### config.mk
export PLATFORM = sky130hd
export DESIGN_NAME = pae_div
export DESIGN_NICKNAME = d
export VERILOG_FILES = /design/src/rtl/pae_div.sv
export SDC_FILE = /design/constraint.sdc
export NUM_CORES = 1
export LEC_CHECK = 0
export BUFFER_PORTS_ARGS = -buffer_cell sky130_fd_sc_hd__buf_4
export CAP_MARGIN = 20
export CORE_ASPECT_RATIO = 1.4
export CORE_MARGIN = 5
export CORE_UTILIZATION = 25
export CTS_BUF_LIST = sky130_fd_sc_hd__clkbuf_8
export DETAILED_ROUTE_END_ITERATION = 6
export GPL_ROUTABILITY_DRIVEN = 0
export PLACE_DENSITY = 0.44
export SYNTH_ARGS = -nofsm -noshare
export SYNTH_HDL_FRONTEND = slang
export SYNTH_SLANG_ARGS = --single-unit
### constraint.sdc
create_clock -name i_clk -period 4.86 [get_ports i_clk]
set_clock_uncertainty 0.1 [all_clocks]
set_input_delay 0.972 -clock i_clk [delete_from_list [all_inputs] [get_ports i_clk]]
set_output_delay 0.972 -clock i_clk [all_outputs]
set_load 0.01 [all_outputs]
### src/rtl/pae_div.sv
// Iterative signed 32-bit divider, one quotient bit per cycle.
`default_nettype none
module pae_div (
    input  wire logic        i_clk,
    input  wire logic        i_rst_n,
    input  wire logic        i_start,
    input  wire logic [31:0] i_a,
    input  wire logic [31:0] i_b,
    output logic             o_done,
    output logic [31:0]      o_q
);
    logic        r_busy;
    logic        r_done;
    logic [4:0]  r_cnt;
    logic [31:0] r_rem;
    logic [31:0] r_quo;
    logic [31:0] r_div;
    logic        r_neg;
    logic [32:0] w_sh;
    logic [32:0] w_diff;

    assign w_sh   = {r_rem, r_quo[31]};
    assign w_diff = w_sh - {1'b0, r_div};

    always_ff @(posedge i_clk) begin
        if (!i_rst_n) begin
            r_busy <= 1'b0;
            r_done <= 1'b0;
            r_cnt  <= '0;
        end else begin
            r_done <= 1'b0;
            if (i_start) begin
                r_busy <= 1'b1;
                r_cnt  <= '0;
                r_rem  <= '0;
                r_quo  <= i_a[31] ? (32'd0 - i_a) : i_a;
                r_div  <= i_b[31] ? (32'd0 - i_b) : i_b;
                r_neg  <= i_a[31] ^ i_b[31];
            end else if (r_busy) begin
                // shift one dividend bit in, subtract where it fits
                if (!w_diff[32]) begin
                    r_rem <= w_diff[31:0];
                    r_quo <= {r_quo[30:0], 1'b1};
                end else begin
                    r_rem <= w_sh[31:0];
                    r_quo <= {r_quo[30:0], 1'b0};
                end
                r_cnt <= r_cnt + 5'd1;
                if (r_cnt == 5'd31) begin
                    r_busy <= 1'b0;
                    r_done <= 1'b1;
                end
            end
        end
    end

    assign o_done = r_done;
    assign o_q    = r_neg ? (32'd0 - r_quo) : r_quo;
endmodule
`default_nettype wire
==> flow_results.org <==
** Run status
- The flow ran to the end, and the final reports show no timing, DRC or antenna violations.

** Global routing
- The initial antenna violation count came to 2.
- First-pass GRT wire length :: 34610 um
- The via count of the first global-routing pass is 6461.
- Entering global routing, the biggest net connects 69 pins.
- Across every metal layer, demand over resource in global routing totals 0.1232.
- Overflow after GRT :: 0

** Placed design
- Worst slack at placement :: 0.5136 ns
- Number of cells after detailed placement :: 1291
- Dpl hpwl :: 16770 um
- Input and output buffers added on the ports amount to 99.

** CTS
- Post-cts resize count :: 0
- Clock edge transition at the registers on the reported setup and hold paths :: 0.10 ns
- Post CTS Setup Buffer Count :: 0
- The number of hold buffers added after CTS was 0.
- The H-tree was split into 3 levels.
- TritonCTS built the clock tree.
- Clk buf depth :: 2
- The later pin in the worst-skew pair is clocked with a latency of 0.40 ns.
- Clock tree synthesis selected as its root buffer the cell clkbuf_8.
- Clock net sink count :: 104
- In this run, CTS created clock tree buffers numbering 9.

** Worst setup path
- In this run the critical register-to-register path is captured at r_rem[30].
- For the worst flop-to-flop path, the logic depth is 11.
- On the critical path, the stage with the largest delay is an instance of or4_1.
- Category of the worst setup path capture point :: output pin
- For the worst setup path, the data arrival time is 3.45 ns.
- Counting both buffers and inverters, the worst setup path holds a total of 1.
- In this run the worst path has a maximum fanout of 5.
- The critical path runs through a total of 8 cells.
- Launch instance of the worst register-to-register path :: r_quo[31]
- The critical path starts at r_quo[7].
- Slowest Stage Delay on Critical Path :: 0.54 ns
- Chain of cells forming the critical path :: or3_1 > or2_2 > or4_1 > or2_2 > or3_1 > o31ai_1 > xnor2_1 > buf_4
- Category of the critical setup timing path :: reg -> out
- Broken down by cell family, the worst path's largest delay share belongs to simple AND/OR/NAND/NOR gates.
- Setup slack on the worst reg-to-reg path comes out at 1.23 ns.
- Startpoint type of the worst setup path :: flip-flop
- Data required, critical path :: 3.79 ns
- Worst setup path end :: o_q[31]

** Timing
- Setup repair after global routing left no endpoint under its margin.
- Final setup violation count :: 0
- Derived from the worst setup path, the maximum achievable clock frequency is 221.3 MHz.
- Of the available clock period, the critical path in the final layout requires 0.9296.
- Final Max Slew Viols :: 0
- Worst relative slew slack :: 0.3475
- Minimum setup slack in the final design :: 0.3422 ns
- Fin Setup TNS :: 0 ns
- Final worst path period need :: 4.518 ns
- The number of hold violations in the final report came to 0.
- For the pin with the worst max-slew slack, the measured transition is 0.9729 ns.

** Detailed routing
- Via count :: 6332
- Post-DRT Antenna Nets :: 0
- Number of violations reported at the end of detailed-routing iteration 0 :: 288
- Initial DRT Pass Iterations :: 5
- Drt drc :: 0
- After detailed routing, the average wire length per cell comes to 16.71 um.
- Number of vias per cell after detailed routing :: 4.837
- Detailed-route wire length :: 21880 um

** Floorplanning
- Rows :: 76
- The die is 159.2 um wide.
- The initial utilization of the core area, before any placement, comes to 0.2529.
- During I/O placement, the number of pins put on the boundary was 100.
- Die ar. :: 34850 um^2
- After floorplanning, the core was sized to cover 30810 um^2.
- The floorplan step set the die height to 218.9 um.

** Logic synthesis
- Count of flip-flops with a built-in enable after synthesis :: 97
- Seq cells post-synth :: 104
- Area share of the leading cell type in the synthesized netlist :: 0.3738
- Most area-hungry cell type in the Yosys netlist :: edfxtp_1
- Dominant synthesized flop cell :: edfxtp_1
- The cell area that synthesis handed to floorplanning was 7792 um^2.
- Of the synthesized area, sequential elements account for 0.3918.
- Yosys mapped the design onto 62 distinct sky130hd cell types.
- After synthesis, the mean cell area works out to 9.355 um^2.
- Synthesis produced a netlist whose cell count is 833.
- Yosys synthesis warning count :: 0
- Fraction of synthesis flops using an asynchronous set or reset pin :: 0
- Biggest area contributors in the synthesized netlist :: edfxtp_1, xnor2_1, ha_1, xor2_1, a21oi_1
- Net Count, Synth :: 938
- Commonest cells in the synthesized netlist :: edfxtp_1, xnor2_1, nor2_1
- In the post-synthesis netlist, the cell with the most instances is edfxtp_1.

** Finish
- In the final design database the tool counted 1017 nets.
- In the final layout, the share of cells above drive strength 1 is 0.1592.
- Final Util :: 0.2974
- The finished layout holds 1309 standard cells, fillers aside.
- Layout Area Growth over Synthesis :: 17.58%

** Power and ir drop
- In this run the static leakage power is 3.446 nW.
- Power spread over the standard cell area amounts to 313.0 nW/um^2.
- Worst IR drop on VDD :: 0.0001173 V
- After layout, the design draws a total of 0.002868 W.

** Min path
- In this run the worst hold path is classified as reg -> reg.

** Run
- The tool flagged a number of max-cap violations equal to 0.
==> flip-flops by register name (all words and copies together) (netlist names) <==
| name | flops |
|---|---|
| r_div | 32 |
| r_quo | 32 |
| r_rem | 32 |
| r_cnt | 5 |
| o_done | 1 |
| r_busy | 1 |
| r_neg | 1 |
==> cell type report <==
class                           instances  area [um^2]
Fill cell                            3328        21650
Sequential cell                       104         3053
Clock inverter                          7        87.58
Inverter                               50        187.7
Antenna cell                            2        5.005
Timing Repair Buffer                  104        793.3
Multi-Input combinational cell        643         4424
Tap cell                              390        488.0
Clock buffer                            9        123.9
==> worst reg2reg max path, cell delays in order (launching register included) <==
cell,delay (ns)
edfxtp_1,0.43
inv_1,0.06
ha_1,0.22
fa_1,0.40
nand2b_1,0.19
a21oi_1,0.24
o21ai_0,0.22
o221ai_1,0.48
a21oi_1,0.28
or4_1,0.51
a41o_1,0.24
o21ai_0,0.12
==> cells in the final DEF, fill, tap and decap left out, drive strengths merged, types with 4 or more instances in the layout <==
cell / count
o21ai: 50
nor3: 11
xor2: 40
nor4: 5
nand4: 6
nand2b: 12
mux2: 9
xnor2: 78
dfxtp: 7
mux2i: 23
o21a: 6
a21o: 8
a21oi: 64
or2: 4
nand3: 18
o211ai: 5
or3: 18
nor2: 73
a211oi: 5
inv: 50
edfxtp: 97
o31ai: 37
clkbuf: 9
clkinv: 4
nand2: 65
buf: 104
nor2b: 7
ha: 37
o41ai: 12
or4: 13
==> power by group <==
part	internal, W	switching [W]
Clock	0.000287	0.000337
Combinational	0.000470	0.000612
Sequential	0.00110	0.0000604
Total	0.00186	0.00101
==> layer usage <==
layer	track usage	up-vias	wire length [um]
met5	0	-	0
li1	-	3187	-
met2	0.2217	108	11200
met3	0.02085	37	747
met4	0.05747	0	742
met1	0.1422	3000	9190
==> stage by stage <==
step                hold WS (ns)  area (um^2)
global placement          0.3899         8946
floorplan                 0.3672         7792
global route              0.4586         9163
CTS                       0.4310         9158
detailed placement        0.3980         8946
finish                    0.4255         9163
==> cell families (layout without fill, tap and decap cells) <==
| group | count (synthesis) | count (layout) | synth area share |
|---|---|---|---|
| XOR/XNOR | 118 | 118 | 0.1326 |
| flip-flops | 104 | 104 | 0.3918 |
| AND/OR/NAND/NOR | 242 | 242 | 0.1524 |
| buffers and inverters | 86 | 170 | 0.04223 |
| adder cells (fa/ha/maj) | 38 | 38 | 0.06198 |
| other | 0 | 2 | 0 |
| multiplexers | 32 | 32 | 0.04255 |
| AO/OA/AOI/OAI | 213 | 213 | 0.1765 |
==> how the worst min path moves through the flow <==
| stage | start | end | depth (start not counted) |
|---|---|---|---|
| global placement | r_cnt[4] | r_cnt[4] | 2 |
| CTS | r_cnt[3] | r_cnt[3] | 2 |
| detailed placement | r_cnt[3] | r_cnt[3] | 2 |
| finish | r_cnt[4] | r_cnt[4] | 2 |
| floorplan | r_cnt[4] | r_cnt[4] | 2 |
| global route | r_cnt[3] | r_cnt[3] | 2 |
Power figures use the tool's default switching activity.
